[config.mk]
export PLATFORM = sky130hd
export DESIGN_NAME = aswi_ctrl
export DESIGN_NICKNAME = d
export VERILOG_FILES = /design/src/design/aswi_pkg.sv /design/src/design/aswi_ctrl.sv
export SDC_FILE = /design/constraint.sdc
export NUM_CORES = 1
export LEC_CHECK = 0
export ABC_AREA = 1
export BUFFER_PORTS_ARGS = -buffer_cell sky130_fd_sc_hd__buf_2
export CAP_MARGIN = 20
export CORE_AREA = 2 2 48 50
export CTS_CLUSTER_DIAMETER = 50
export DETAILED_ROUTE_END_ITERATION = 10
export DIE_AREA = 0 0 50 52
export GPL_ROUTABILITY_DRIVEN = 0
export PLACE_DENSITY = 0.85
export SKIP_LAST_GASP = 1
export SYNTH_ARGS = -nofsm -noshare
export SYNTH_HDL_FRONTEND = slang
export SYNTH_SLANG_ARGS = --single-unit
[constraint.sdc]
create_clock -name clk_i -period 1.6 [get_ports clk_i]
set_input_delay 0.08 -clock clk_i [delete_from_list [all_inputs] [get_ports clk_i]]
set_output_delay 0.08 -clock clk_i [all_outputs]
set_load 0.05 [all_outputs]
[src/design/aswi_pkg.sv]
package aswi_pkg;

  localparam int PRICE_W = 32;
  localparam int VOL_W   = 16;
  localparam int TIME_W  = 32;
  localparam int ENTRY_W = 6;
  localparam int COUNT_W = 7;
  localparam int PROD_W  = PRICE_W + VOL_W;

  // Input actions.
  localparam logic [1:0] ACT_LOAD   = 2'd0;
  localparam logic [1:0] ACT_UPDATE = 2'd1;
  localparam logic [1:0] ACT_TICK   = 2'd2;
  localparam logic [1:0] ACT_NONE   = 2'd3;

  // Result kinds.
  typedef enum logic [1:0] {
    EV_START = 2'd0,
    EV_STOP  = 2'd1,
    EV_VOL   = 2'd2
  } event_e;

  // Result word being presented.
  typedef enum logic [2:0] {
    EM_START_U,
    EM_START_M,
    EM_START_L,
    EM_STOP_U,
    EM_STOP_M,
    EM_STOP_L,
    EM_VOL
  } emit_e;

  // Read address source for the table memories.
  typedef enum logic [1:0] {
    RD_SCAN,
    RD_L,
    RD_M,
    RD_U
  } rdsel_e;

  // Capture target for read data.
  typedef enum logic [1:0] {
    CAP_NONE,
    CAP_L,
    CAP_M,
    CAP_U
  } cap_e;

  typedef enum logic [3:0] {
    ST_CLEAR,
    ST_IDLE,
    ST_DECIDE,
    ST_SCAN_RD,
    ST_SCAN_CMP,
    ST_FETCH_L,
    ST_FETCH_M,
    ST_FETCH_U,
    ST_FETCH_END,
    ST_INT_A,
    ST_INT_B,
    ST_DIV_GO,
    ST_DIV_WAIT,
    ST_SAT,
    ST_EMIT
  } state_e;

  typedef struct packed {
    logic   take;
    logic   clr_step;
    logic   scan_clr;
    logic   scan_step;
    logic   commit_up;
    logic   commit_dn;
    rdsel_e rd_sel;
    cap_e   cap;
    logic   int_a;
    logic   trig_ld;
    logic   int_b;
    logic   div_go;
    logic   sat;
    emit_e  emit;
  } ctrl_cmd_t;

  typedef struct packed {
    logic clr_last;
    logic outside;
    logic k_end;
    logic hit;
    logic k_zero;
    logic upper_side;
    logic upper_ok;
    logic lower_ok;
    logic direct;
    logic div_busy;
  } dp_stat_t;

endpackage

[src/design/aswi_ctrl.sv]
module aswi_ctrl import aswi_pkg::*; (
  input  logic       clk_i,
  input  logic       rst_ni,
  input  logic       in_valid_i,
  input  logic [1:0] in_action_i,
  input  logic       out_ready_i,
  input  dp_stat_t   stat_i,
  output ctrl_cmd_t  cmd_o,
  output logic       in_ready_o,
  output logic       out_valid_o,
  output logic       out_last_o
);

  state_e state_q, state_d;
  emit_e  em_q, em_d;
  logic   watch_q, watch_d;
  logic   was_q, was_d;
  logic   ok_q, ok_d;
  logic   fail_w;

  // State and flag registers.
  always_ff @(posedge clk_i or negedge rst_ni) begin
    if (!rst_ni) begin
      state_q <= ST_CLEAR;
      em_q    <= EM_VOL;
      watch_q <= 1'b0;
      was_q   <= 1'b0;
      ok_q    <= 1'b0;
    end else begin
      state_q <= state_d;
      em_q    <= em_d;
      watch_q <= watch_d;
      was_q   <= was_d;
      ok_q    <= ok_d;
    end
  end

  // Next state and datapath commands.
  always_comb begin
    state_d     = state_q;
    em_d        = em_q;
    watch_d     = watch_q;
    was_d       = was_q;
    ok_d        = ok_q;
    fail_w      = 1'b0;
    cmd_o       = '0;
    cmd_o.emit  = em_q;
    in_ready_o  = 1'b0;
    out_valid_o = 1'b0;
    out_last_o  = 1'b0;
    case (state_q)
      ST_CLEAR: begin
        cmd_o.clr_step = 1'b1;
        if (stat_i.clr_last) begin
          state_d = ST_IDLE;
        end
      end
      ST_IDLE: begin
        in_ready_o = 1'b1;
        cmd_o.take = in_valid_i;
        if (in_valid_i && in_action_i == ACT_TICK) begin
          state_d = ST_DECIDE;
        end
      end
      ST_DECIDE: begin
        ok_d = 1'b0;
        if (!watch_q || stat_i.outside) begin
          was_d          = watch_q;
          cmd_o.scan_clr = 1'b1;
          state_d        = ST_SCAN_RD;
        end else begin
          was_d   = 1'b0;
          state_d = ST_FETCH_L;
        end
      end
      ST_SCAN_RD: begin
        cmd_o.rd_sel = RD_SCAN;
        if (stat_i.k_end) begin
          fail_w = 1'b1;
        end else begin
          state_d = ST_SCAN_CMP;
        end
      end
      ST_SCAN_CMP: begin
        if (!stat_i.hit) begin
          cmd_o.scan_step = 1'b1;
          state_d         = ST_SCAN_RD;
        end else if (stat_i.k_zero) begin
          fail_w = 1'b1;
        end else if (stat_i.upper_side ? stat_i.upper_ok : stat_i.lower_ok) begin
          cmd_o.commit_up = stat_i.upper_side;
          cmd_o.commit_dn = !stat_i.upper_side;
          ok_d            = 1'b1;
          watch_d         = 1'b1;
          state_d         = ST_FETCH_L;
        end else begin
          fail_w = 1'b1;
        end
      end
      ST_FETCH_L: begin
        cmd_o.rd_sel = RD_L;
        state_d      = ST_FETCH_M;
      end
      ST_FETCH_M: begin
        cmd_o.rd_sel = RD_M;
        cmd_o.cap    = CAP_L;
        state_d      = ST_FETCH_U;
      end
      ST_FETCH_U: begin
        cmd_o.rd_sel = RD_U;
        cmd_o.cap    = CAP_M;
        state_d      = ST_FETCH_END;
      end
      ST_FETCH_END: begin
        cmd_o.cap = CAP_U;
        state_d   = ST_INT_A;
      end
      ST_INT_A: begin
        cmd_o.int_a   = 1'b1;
        cmd_o.trig_ld = ok_q;
        state_d       = ST_INT_B;
      end
      ST_INT_B: begin
        cmd_o.int_b = 1'b1;
        state_d     = stat_i.direct ? ST_SAT : ST_DIV_GO;
      end
      ST_DIV_GO: begin
        cmd_o.div_go = 1'b1;
        state_d      = ST_DIV_WAIT;
      end
      ST_DIV_WAIT: begin
        if (!stat_i.div_busy) begin
          state_d = ST_SAT;
        end
      end
      ST_SAT: begin
        cmd_o.sat = 1'b1;
        em_d      = ok_q ? EM_START_U : (was_q ? EM_STOP_U : EM_VOL);
        state_d   = ST_EMIT;
      end
      ST_EMIT: begin
        out_valid_o = 1'b1;
        out_last_o  = (em_q == EM_VOL) || (em_q == EM_STOP_L && !watch_q);
        if (out_ready_i) begin
          case (em_q)
            EM_START_U: em_d = EM_START_M;
            EM_START_M: em_d = EM_START_L;
            EM_START_L: em_d = was_q ? EM_STOP_U : EM_VOL;
            EM_STOP_U:  em_d = EM_STOP_M;
            EM_STOP_M:  em_d = EM_STOP_L;
            EM_STOP_L:  em_d = EM_VOL;
            default:    em_d = EM_VOL;
          endcase
          if (out_last_o) begin
            state_d = ST_IDLE;
          end
        end
      end
      default: begin
        state_d = ST_IDLE;
      end
    endcase

    // A failed reselection drops the watch and reports the old set if there was one.
    if (fail_w) begin
      watch_d = 1'b0;
      if (was_q) begin
        em_d    = EM_STOP_U;
        state_d = ST_EMIT;
      end else begin
        state_d = ST_IDLE;
      end
    end
  end

endmodule

==> reports/metrics.csv <==
stage,metric,value,unit
synth,average size of a mapped cell,6.09,um^2
floorplanning,I/O Pins,37,
power_and_ir_drop,part of the power in registers,0.230,
clocking,# H-tree levels,1,
floorplanning,Die Wd,50,um
setup_path,flop2flop setup slack,0.09,ns
place,DP Worst Slack,0.116,ns
synth,Yosys cell types,20,
routing,wl on met1,1020,um
setup_path,critical path's slowest cell,dfrtp_1,
synth,Syn Inst Count,150,
routing,Total Wirelength,2470,um
clocking,CTS tree,built,
min_path,hold_sp,stat_i[8],
global_route,GRT Total Usage,0.194,
timing,measured slew at the worst slew-check pin,0.303,ns
power_and_ir_drop,NetSw,1500,uW
clocking,Num Clock Sinks,10,
clocking,clock slew at reported path FFs,0.07,ns
timing,final hold vios,0,
final_layout,n_diodes,0,
routing,Top Layer Used,met4,
timing,PnR worst setup slack,-0.0176,ns
power_and_ir_drop,Max VDD drop,1.36,mV
synth,Synth area leaders,"dfrtp_1, nand2_1, inv_1, nand3_1, nor2_1",
place,Post-DP Area,0.00114,mm^2
synth,"count leader, synth",nand2_1,
final_layout,share of cells above drive strength 1,0.394,
synth,largest area contributor in the netlist,dfrtp_1,
job,maxcap violations,0,
timing,Slew Limit Fails,0,
timing,Clock Skew,0.0162,ns
timing,relative slew slack,0.797,
global_route,first-pass GRT wire length,3890,um
setup_path,Buf/Inv on CP,2,
power_and_ir_drop,Leak,0.000751,uW
setup_path,RR Endpoint,state_q[0]$_DFFE_PN0P_,
min_path,hold-critical path endpoint,was_q$_DFFE_PN0P_,
global_route,initial antenna violation count,0,
global_route,vias in the first global route,959,
power_and_ir_drop,Clk pwr share,0.069,
place,IO Port Bufs,36,
routing,number of detailed-route iterations in the first pass,4,
synth,Synth async-reset ratio,1.00,
synth,#FFs+latches synth,10,
power_and_ir_drop,combinational group share of total power,0.701,
final_layout,Area Overhead vs Synth,39.6,%
synth,Yosys warnings,0,
run_status,failing checks,setup timing,
floorplanning,row cnt,17,
routing,Post-DRT Antenna Nets,0,
final_layout,Nets,215,
setup_path,R2R Path Start,state_q[3]$_DFFE_PN0P_,
setup_path,Crit path required time,1.52,ns
floorplanning,Die ar.,0.00260,mm^2
floorplanning,initial core utilization,0.434,
synth,Commonest cells post-synth,"nand2_1, inv_1, nor2_1",
run_status,outcome,finished with violations,
synth,Main synth FF type,dfrtp_1,
routing,wire per inst,10.9,um
timing,Final Cycle Share,1.01,
clocking,clock buffer count from CTS,3,
routing,DRC viols,0,
setup_path,Critical Path Max Stage Delay,0.42,ns
routing,Vias/cell,4.94,
timing,RSZ-0062 raised after global routing,true,
synth,Mapped Area,913,um^2
setup_path,crit-path cells,buf_6 -> nor2_4 -> nand2_2 -> nor2_4 -> nand2_2 -> nor2_2 -> buf_6,
routing,via count,1117,
routing,number of DRC markers in iteration 0,36,
timing,Tmin final,1.62,ns
power_and_ir_drop,sw frac,0.592,
global_route,grt ovf,0,
clocking,clk_lat worst skew,0.26,ns
power_and_ir_drop,P_int,1030,uW
setup_path,"Arr. time, crit path",1.54,ns
setup_path,Critical Path Source Type,flip-flop,
synth,post-synthesis sequential area ratio,0.277,
setup_path,Top delay family on crit path,simple AND/OR/NAND/NOR gates,
min_path,Worst Hold Class,in -> reg,
routing,Routed met3 length,150,um
timing,Finish-stage setup viols,1,
power_and_ir_drop,Overall Power,2530,uW
floorplanning,core area,0.00211,mm^2
synth,"EDFF count, synth",0,
timing,max frequency,618,MHz
power_and_ir_drop,power density over the cells,1990,mW/mm^2
clocking,CTS root buf,clkbuf_4,
setup_path,worst-case reg-to-reg path depth,10,
routing,metal2 WL,1280,um
place,hpwl dp,1840,um
setup_path,Crit Path Category,reg -> out,
setup_path,Critical Path End Type,output port,
clocking,CTS max path bufs,2,
min_path,worst hold stages,3,
global_route,largest net degree at the start of global routing,11,
setup_path,maximum fanout along the worst path,4,
floorplanning,die height,52,um
synth,top cell type's share of synthesized area,0.219,
synth,Syn Nets,166,
final_layout,post-route cell area,0.00127,mm^2
[registers in the layout (all words and copies together) (netlist names)]
register	flops
em_q	3
was_q	1
watch_q	1
ok_q	1
state_q	4
[worst reg2reg max path, cell delays in order (launching register included)]
cell	delay, ns
dfrtp_1	0.42
buf_6	0.15
nor2_4	0.13
nand2_2	0.07
nor2_4	0.14
buf_4	0.13
nand2_2	0.04
o21ai_2	0.08
nand2_4	0.10
nand3_1	0.09
nand2_1	0.05
[metal layers]
| layer | up-vias | track usage |
|---|---|---|
| met5 | - | 0 |
| met4 | 0 | 0.0787 |
| met3 | 4 | 0.0345 |
| met2 | 44 | 0.349 |
| met1 | 507 | 0.226 |
| li1 | 562 | - |
[what timing repair did]
action	CTS	global route
hold buffers	1	0
setup buffers	4	2
resized for setup	8	13
endpoints found under the hold margin	10	0
pin swaps	1	4
endpoints found under the setup margin	7	16
[per-stage QoR]
step / utilization / hold slack [ns] / std cells / TNS, ns
final: 0.605 / 0.0882 / 226 / -0.0176
after global routing: 0.605 / 0.121 / 226 / -0.484
after CTS: 0.585 / 0.0742 / 224 / 0
after detailed placement: 0.542 / -0.0509 / 215 / 0
after global placement: 0.542 / -0.0490 / 215 / 0
after floorplan: - / -0.216 / 150 / -0.124
[cell type report]
class	count	area, um^2
fillers	192	831
flip-flops and latches	10	255
multi-input cells	109	562
inverters	30	115
clock buffers	4	26.3
well taps	28	35.0
repair buffers	45	282
[power by group through the flow]
stage	clock (uW)	sequential (uW)	combinational [uW]
finish	175	583	1770
global route	195	599	1940
CTS	182	564	1710
detailed placement	0	566	1610
global placement	0	566	1600
floorplan	0	655	1190
[kinds of logic (layout without fill, tap and decap cells)]
family                 count (synthesis)  count (layout)  share of synthesized area
AND/OR/NAND/NOR                       89              89                      0.466
flip-flops                            10              10                      0.277
AO/OA/AOI/OAI                         20              20                      0.122
buffers and inverters                 31              79                      0.136
[worst max path at each step]
stage	start	to	slack (ns)	cells past startpoint
floorplan	state_q[1]$_DFFE_PN0P_	cmd_o[12]	-0.06	6
global placement	state_q[1]$_DFFE_PN0P_	state_q[2]$_DFFE_PN0P_	0.12	9
detailed placement	state_q[1]$_DFFE_PN0P_	state_q[2]$_DFFE_PN0P_	0.12	9
CTS	state_q[0]$_DFFE_PN0P_	cmd_o[15]	0.01	6
global route	state_q[3]$_DFFE_PN0P_	cmd_o[13]	-0.09	7
finish	state_q[3]$_DFFE_PN0P_	cmd_o[13]	-0.02	7
[cells in the final DEF (no fill, tap or decap), types with 2 or more instances in the layout]
cell / netlist / final
o21ai_1: 0 / 2
dfstp_2: 2 / 2
nor2_4: 4 / 5
nand4_1: 2 / 2
o21ai_0: 11 / 9
dfrtp_2: 0 / 2
nand3_1: 16 / 16
nor2_2: 3 / 7
inv_1: 25 / 25
dfrtp_1: 8 / 6
a22oi_1: 2 / 2
a21oi_1: 5 / 5
nor2_1: 17 / 12
buf_2: 0 / 28
clkbuf_4: 0 / 7
nand2_2: 6 / 7
buf_6: 1 / 3
buf_4: 0 / 9
inv_2: 5 / 4
nand2_1: 37 / 36
Power figures use the tool's default switching activity.
